--- config.mk ---
export PLATFORM = sky130hd
export DESIGN_NAME = sfq_cell
export DESIGN_NICKNAME = d
export VERILOG_FILES = /design/src/hw/rtl/sfq_pkg.sv /design/src/hw/rtl/sfq_cell.sv
export SDC_FILE = /design/constraint.sdc
export NUM_CORES = 1
export LEC_CHECK = 0
export ABC_AREA = 1
export BUFFER_PORTS_ARGS = -buffer_cell sky130_fd_sc_hd__buf_4
export CORE_MARGIN = 4
export CORE_UTILIZATION = 25
export CTS_BUF_LIST = sky130_fd_sc_hd__clkbuf_4 sky130_fd_sc_hd__clkbuf_8
export DETAILED_ROUTE_END_ITERATION = 10
export PLACE_DENSITY = 0.54
export SLEW_MARGIN = 0
export SYNTH_ARGS = -nofsm -noshare
export SYNTH_HDL_FRONTEND = slang
export SYNTH_SLANG_ARGS = --single-unit
--- constraint.sdc ---
create_clock -name clk -period 1.1 [get_ports clk]
set_clock_uncertainty 0.15 [all_clocks]
set_input_delay 0 -clock clk [delete_from_list [all_inputs] [get_ports clk]]
set_output_delay 0 -clock clk [all_outputs]
set_load 0.01 [all_outputs]
--- src/hw/rtl/sfq_pkg.sv ---
// Shared types and codes for the slack-filling task queues.
// Used by the queue cell, the core and the port checker.
package sfq_pkg;

	localparam int NUM_CLASSES = 3;
	localparam logic [9:0] MS_TO_US = 10'd1000;

	localparam logic ACT_INSERT = 1'b0;
	localparam logic ACT_QUERY  = 1'b1;

	localparam logic [1:0] CLASS_NONE = 2'd0;

	localparam logic [2:0] STAT_STORED   = 3'd0;
	localparam logic [2:0] STAT_REPLACED = 3'd1;
	localparam logic [2:0] STAT_DROPPED  = 3'd2;
	localparam logic [2:0] STAT_BAD      = 3'd3;
	localparam logic [2:0] STAT_FOUND    = 3'd4;
	localparam logic [2:0] STAT_NONE     = 3'd5;

	typedef struct packed {
		logic [15:0] wcet;
		logic [31:0] deadline;
		logic [2:0]  ctx;
		logic        rec;
		logic [7:0]  tid;
	} payload_t;

	typedef struct packed {
		logic     valid;
		payload_t pay;
	} entry_t;

	// one slot of each class queue, index 0 is the periodic queue
	typedef entry_t [NUM_CLASSES-1:0] row_t;

endpackage

--- src/hw/rtl/sfq_cell.sv ---
// One slot position of all three class queues in the shift ring.
// Depends on sfq_pkg for the entry types.
module sfq_cell import sfq_pkg::*; (
	input  logic clk,
	input  logic arst_n,
	input  logic shift,
	input  row_t d,
	output row_t q
);

	logic     [NUM_CLASSES-1:0] vld_q;
	payload_t [NUM_CLASSES-1:0] pay_q;

	always_ff @(posedge clk or negedge arst_n) begin
		if (!arst_n) begin
			vld_q <= '0;
		end else if (shift) begin
			for (int k = 0; k < NUM_CLASSES; k++) vld_q[k] <= d[k].valid;
		end
	end

	always_ff @(posedge clk) begin
		if (shift) begin
			for (int k = 0; k < NUM_CLASSES; k++) pay_q[k] <= d[k].pay;
		end
	end

	always_comb begin
		for (int k = 0; k < NUM_CLASSES; k++) begin
			q[k].valid = vld_q[k];
			q[k].pay   = pay_q[k];
		end
	end

endmodule

==> metrics.md, run 1 <==
| Metric | Value |
|---|---|
| # rows | 54 |
| Post-Syn Instances | 193 |
| Dpl cell area | 8730 µm² |
| Synth Register Bits | 183 |
| Exit stage | clock tree synthesis (4_1_cts) |
| Yosys cell types | 4 |
| Die Y | 157 µm |
| Hold_buf cts | 177 |
| CTS sink count | 183 |
| Initial core utilization | 25.4% |
| CTS root buf | clkbuf_8 |
| GPL Wtd Cong | 0.774 |
| Synth warnings | 0 |
| CTS max path bufs | 2 |
| Register area share after synthesis | 99.3% |
| IO Count | 369 |
| Syn Area/Cell | 28.6 µm² |
| Die W | 157 µm |
| Post-Syn Nets | 379 |
| Error msg | [ERROR RSZ-0060] Max buffer count reached. |
| Port bufs | 368 |
| # resized after CTS | 136 |
| Mapped cell area | 5520 µm² |
| Yosys top cell area share | 98.0% |
| Area leader, netlist | edfxtp_1 |
| Setup Fix Bufs, Post-CTS | 0 |
| H-Tree Depth | 4 |
| CTS Buf Count | 17 |
| Outcome | did not finish |
| HPWL after detailed placement | 12.5 mm |
| Area contributors post-synth | edfxtp_1 (98%), dfrtp_1 (1.4%), nand2_1 (0.61%), inv_2 (0.068%) |
[synth_stat cells (all sizes together)]
library cell / n
dfrtp: 3
edfxtp: 180
inv: 1
nand2: 9
[stage by stage]
stage	setup WS, ns	utilization [%]	cells
2_1_floorplan	0.335	-	193
3_3_place_gp	0.130	40.1	850
3_5_place_dp	0.122	40.1	850
[cells by family after synthesis]
kind of cell | share of synthesized area (%)
buffers and inverters | 0.0680
DFF | 99.3
and+or+nand+nor | 0.612
==> run 2, diff against run 1 <==
--- a/config.mk
+++ b/config.mk
@@ -8,10 +8,9 @@
 export ABC_AREA = 1
 export BUFFER_PORTS_ARGS = -buffer_cell sky130_fd_sc_hd__buf_4
 export CORE_MARGIN = 4
-export CORE_UTILIZATION = 25
-export CTS_BUF_LIST = sky130_fd_sc_hd__clkbuf_4 sky130_fd_sc_hd__clkbuf_8
+export CORE_UTILIZATION = 20
 export DETAILED_ROUTE_END_ITERATION = 10
-export PLACE_DENSITY = 0.54
+export PLACE_DENSITY_LB_ADDON = 0.15
 export SLEW_MARGIN = 0
 export SYNTH_ARGS = -nofsm -noshare
 export SYNTH_HDL_FRONTEND = slang
==> metrics.md, run 2 <==
| Metric | Value |
|---|---|
| Outcome | finished, violations left |
| Failing checks | negative hold slack, negative setup slack |
| # rows | 60 |
| Vias/cell | 3.73 |
| Core Region | 27000 µm² |
| Hold Crit Start | shift |
| Worst hold slack | -0.231 ns |
| Synthesis-to-layout area growth | 116% |
| Hold WC Path Type | input port to flop |
| Final hold violation count | 13 |
| Largest net degree at the start of global routing | 48 |
| Commonest non-fill, non-tap cells in the layout | buf_4 (200), dlygate4sd3_1 (186), edfxtp_1 (180) |
| Area contributors post-synth | edfxtp_1 (98%), dfrtp_1 (1.4%), nand2_1 (0.61%), inv_2 (0.068%) |
| Async SR Flop Fraction | 1.64% |
| First-pass GRT wire length | 28.3 mm |
| GPL Wtd Cong | 0.716 |
| PwrDens | 1450 nW/µm² |
| IO Count | 369 |
| Most common cell after layout, fill and taps aside | buf_4 |
| Final min period | 1.15 ns |
| Inserted Diodes | 0 |
| Register area share after synthesis | 99.3% |
| Placed cell count | 910 |
| Final Non-Filler Cells | 1130 |
| Unrepaired setup endpoints after global routing | yes |
| Met3 Use GR | 5.35% |
| Synth warnings | 0 |
| Routed Antenna Nets | 0 |
| Setup WS post-layout | -0.0521 ns |
| DRC errors left | 0 |
| Crit path max-delay family | flip-flops |
| Pleak | 4.94 nW |
| Area leader, netlist | edfxtp_1 |
| CTS tree | yes |
| WL final | 18.7 mm |
| Top cells by count, synth | edfxtp_1 (180), nand2_1 (9), dfrtp_1 (3) |
| CP max FO | 1 |
| CTS root buf | clkbuf_16 |
| Post-DR wirelength/cell | 16.5 µm |
| Worst R2R End | vld_q[0]$_DFFE_PN0P_ |
| Critical Path Max Stage Delay | 0.43 ns |
| Most frequent cell after synthesis | edfxtp_1 |
| Worst Tran Pin Value | 0.267 ns |
| CP max-delay cell | edfxtp_1 |
| Die W | 174 µm |
| Clock power frac | 35.1% |
| Initial antenna violation count | 0 |
| CP required | 0.95 ns |
| Full die area | 30300 µm² |
| Post-Syn Nets | 379 |
| Filler Cell Count | 2445 |
| Yosys cell types | 4 |
| Sequential Power Share | 49.3% |
| EDFF count, synth | 180 |
| Port bufs | 368 |
| HPWL after detailed placement | 13.5 mm |
| Gr usage total | 12.2% |
| Fin nets | 962 |
| Sw Pwr | 4.03 mW |
| Syn Area/Cell | 28.6 µm² |
| Final setup fails | 39 |
| CP Class | flop to primary output |
| CTS sink count | 183 |
| Bufs and invs on worst path | 1 |
| Pint | 13.3 mW |
| Ys flop type | edfxtp_1 |
| Setup TNS Final | -0.402 ns |
| Initial core utilization | 20.4% |
| H-Tree Depth | 4 |
| Fmax | 868 MHz |
| Hold depth | 1 |
| Hold endpoint | q[98]$_DFFE_PP_ |
| R2R Setup Slk | 0.22 ns |
| Vias in the first global route | 5050 |
| WP data arrival | 1.00 ns |
| Max FFs per register | 180 |
| Combinational share of power | 15.7% |
| Period utilization | 105% |
| Clock transition at path regs | 0.08 ns |
| Maxcap violations | 0 |
| Critical Path Start Type | flop |
| Starting DRT DRC Count | 141 |
| Register-to-Register Path Depth | 3 |
| Yosys top cell area share | 98.0% |
| Worst vdd ir | 701 µV |
| Cells along the critical path | buf_6 |
| Reg2reg start | vld_q[0]$_DFFE_PN0P_ |
| Final Max Tran Viols | 0 |
| Sw Share | 23.2% |
| Pre-Repair DR Iteration Count | 4 |
| Via count | 4211 |
| Synth Register Bits | 183 |
| Grt total ovfl | 0 |
| Worst slew margin | 82.2% |
| CTS Buf Count | 17 |
| Latest clock arrival within the worst-skew pair | 0.41 ns |
| Pwr Total | 17.3 mW |
| Post-Syn Instances | 193 |
| M2 GR Usage | 22.3% |
| Grt met1 use | 12.2% |
| Layout cell share with drive strength beyond 1 | 51.8% |
| Hold_buf cts | 186 |
| CTS max path bufs | 2 |
| Critical path endpoint category | primary output |
| Mapped cell area | 5520 µm² |
| Die Y | 174 µm |
| Gr busiest metal | met2 |
[run 2: kinds of logic (layout without fill, tap and decap cells)]
family                 after synthesis  count (layout)  synth area share, %
flip-flops                         183             183                 99.3
AND/OR/NAND/NOR                      9               9                0.612
buffers and inverters                1             597               0.0680
[run 2: repair_timing]
| item | 4_1_cts | 5_1_grt |
|---|---|---|
| hold endpoints to repair | 255 | 53 |
| gates resized for setup | 145 | 29 |
| setup buffers | 1 | 1 |
| setup endpoints to repair | 183 | 183 |
[run 2: how the worst max path moves through the flow]
stage	start	end	slack [ns]	cells past startpoint
after floorplan	vld_q[0]$_DFFE_PN0P_	vld_q[0]$_DFFE_PN0P_	0.33	2
after global placement	shift	q[6]$_DFFE_PP_	0.11	2
after detailed placement	shift	q[85]$_DFFE_PP_	0.1	2
after CTS	q[29]$_DFFE_PP_	q[29]	-0.08	1
after global routing	q[29]$_DFFE_PP_	q[29]	-0.10	1
final	q[29]$_DFFE_PP_	q[29]	-0.05	1
[run 2: per-layer routing]
metal / vias up / share of wire, %
li1: 1945 / -
met2: 218 / 54
met4: 0 / 2.2
met3: 23 / 8.9
met1: 2025 / 35
met5: - / 0
[run 2: area by class of cell]
type	instances	area (µm²)	area share, %
Sequential cell	183	5480	46.0
Timing Repair Buffer	564	5400	45.2
Multi-Input combinational cell	9	33.8	0.283
Inverter	1	3.75	0.0315
Clock buffer	17	425	3.57
Clock inverter	15	160	1.34
Tap cell	341	427	3.58
[run 2: power by group through the flow]
stage	Sequential [mW]	Clock (mW)	Combinational [mW]
after CTS	8.53	6.35	2.70
final	8.54	6.08	2.72
after global placement	8.58	0	1.89
after detailed placement	8.60	0	1.90
after global routing	8.60	6.68	2.89
after floorplan	8.87	0	0.0100
[run 2: through the flow]
step | instance area (µm²) | setup slack (ns) | util, % | hold WS, ns
2_1_floorplan | 5520 | 0.335 | - | -0.446
3_3_place_gp | 8810 | 0.109 | 32.6 | -0.356
3_5_place_dp | 8810 | 0.0994 | 32.6 | -0.352
4_1_cts | 11800 | -0.0757 | 43.7 | -0.244
5_1_grt | 11900 | -0.104 | 44.1 | -0.252
6_report | 11900 | -0.0521 | 44.1 | -0.231
[run 2: worst register-to-register path, stage by stage (launching register included)]
cell and delay (ns):
dfrtp_1 0.40, buf_4 0.14, nand2_1 0.05, nand2_1 0.05
(Power assumes the default switching activity.)
==> run 3, diff against run 2 <==
==> constraint.sdc (replaced) <==
create_clock -name clk -period 1.5 [get_ports clk]
set_clock_uncertainty 0.15 [all_clocks]
set_input_delay 0 -clock clk [delete_from_list [all_inputs] [get_ports clk]]
set_output_delay 0 -clock clk [all_outputs]
set_load 0.01 [all_outputs]
==> metrics.md, run 3 (synthesis results as in run 2) <==
| Metric | Value |
|---|---|
| Worst R2R End | vld_q[1]$_DFFE_PN0P_ |
| Gr usage total | 11.5% |
| CP required | 1.45 ns |
| IO Count | 369 |
| Synthesis-to-layout area growth | 104% |
| CTS root buf | clkbuf_16 |
| Starting DRT DRC Count | 116 |
| Grt total ovfl | 0 |
| GPL Wtd Cong | 0.707 |
| Largest net degree at the start of global routing | 42 |
| Worst Tran Pin Value | 0.287 ns |
| Full die area | 30300 µm² |
| First-pass GRT wire length | 27.0 mm |
| Critical Path Start Type | input port |
| HPWL after detailed placement | 12.9 mm |
| Commonest non-fill, non-tap cells in the layout | buf_4 (370), dlygate4sd3_1 (186), edfxtp_1 (180) |
| Die W | 174 µm |
| Hold endpoint | q[47]$_DFFE_PP_ |
| Worst vdd ir | 485 µV |
| Layout cell share with drive strength beyond 1 | 51.7% |
| Final Max Tran Viols | 0 |
| Vias/cell | 3.65 |
| Period utilization | 82.2% |
| CTS sink count | 183 |
| Util after Layout | 41.6% |
| CP max FO | 41 |
| Fin nets | 959 |
| DRC errors left | 0 |
| CP Class | input port to flop |
| Register-to-Register Path Depth | 2 |
| Fmax | 811 MHz |
| R2R Setup Slk | 0.73 ns |
| Hold Crit Start | d[47] |
| CTS Buf Count | 17 |
| Core Region | 27000 µm² |
| Hold depth | 2 |
| Most common cell after layout, fill and taps aside | buf_4 |
| Vias in the first global route | 4786 |
| # rows | 60 |
| # resized after CTS | 0 |
| CTS max path bufs | 2 |
| Unrepaired setup endpoints after global routing | no |
| WL final | 17.9 mm |
| Initial antenna violation count | 1 |
| Post-DR wirelength/cell | 15.9 µm |
| Pleak | 4.71 nW |
| Clock transition at path regs | 0.08 ns |
| WP data arrival | 1.18 ns |
| Setup TNS Final | 0 ns |
| PwrDens | 1090 nW/µm² |
| Maxcap violations | 0 |
| Final hold violation count | 0 |
| Final setup fails | 0 |
| Die Y | 174 µm |
| Worst slew margin | 80.9% |
| Pre-Repair DR Iteration Count | 4 |
| H-Tree Depth | 4 |
| Via count | 4119 |
| Max FFs per register | 180 |
| Port bufs | 368 |
| Reg2reg start | vld_q[1]$_DFFE_PN0P_ |
| Latest clock arrival within the worst-skew pair | 0.42 ns |
| Final Cell Area | 11200 µm² |
| Initial core utilization | 20.4% |
| Outcome | completed |
| Routed Antenna Nets | 0 |
| Final min period | 1.23 ns |
| Dpl cell area | 8820 µm² |
| Hold WC Path Type | input port to flop |
| CTS tree | yes |
| Critical path endpoint category | flop |
## run 3: timing repair
action / 4_1_cts / 5_1_grt
setup buffers: 0 / 0
endpoints found under the hold margin: 204 / 0
hold buffers: 186 / 0
## run 3: worst max path at each step
stage	start	endpoint	slack, ns	cells past startpoint
floorplan	vld_q[0]$_DFFE_PN0P_	vld_q[0]$_DFFE_PN0P_	0.73	2
global placement	shift	q[72]$_DFFE_PP_	0.43	2
detailed placement	shift	q[72]$_DFFE_PP_	0.41	2
CTS	q[166]$_DFFE_PP_	q[166]	0.30	1
global route	shift	q[133]$_DFFE_PP_	0.26	3
finish	shift	q[15]$_DFFE_PP_	0.27	3
## run 3: metrics by stage
stage | total power [mW] | std cells | hold WS [ns] | setup WS [ns]
2_1_floorplan | 6.52 | 193 | -0.446 | 0.735
3_3_place_gp | 7.68 | 909 | -0.355 | 0.432
3_5_place_dp | 7.68 | 909 | -0.350 | 0.409
4_1_cts | 12.5 | 1126 | 0.106 | 0.301
5_1_grt | 12.8 | 1127 | 0.104 | 0.256
6_report | 12.2 | 1127 | 0.137 | 0.268
## run 3: final cells by class
| cell class | instances | area, µm² |
|---|---|---|
| Sequential cell | 183 | 5480 |
| Clock inverter | 14 | 134 |
| Inverter | 1 | 3.75 |
| Tap cell | 341 | 427 |
| Timing Repair Buffer | 561 | 4730 |
| Antenna cell | 1 | 2.50 |
| Multi-Input combinational cell | 9 | 33.8 |
| Clock buffer | 17 | 425 |
| Fill cell | 2506 | 15800 |
## run 3: routing by layer
metal / routed length (µm) / track usage (%) / part of all wire, % / up-vias
li1: - / - / - / 1935
met1: 6670 / 12.3 / 37 / 1944
met2: 9240 / 20.3 / 52 / 223
met3: 1660 / 5.35 / 9.2 / 17
met4: 328 / 3.73 / 1.8 / 0
met5: 0 / 0 / 0 / -
## run 3: worst max-delay path, cell delays in order
cell and delay, ns:
dlygate4sd3_1 0.55, clkbuf_8 0.31, buf_12 0.27
## run 3: power by group
| group | switching (mW) | leakage [nW] | internal, mW |
|---|---|---|---|
| clock network | 2.09 | 0.278 | 2.20 |
| registers | 0.120 | 1.80 | 6.06 |
| logic | 0.668 | 2.63 | 1.10 |
| total | 2.88 | 4.71 | 9.37 |
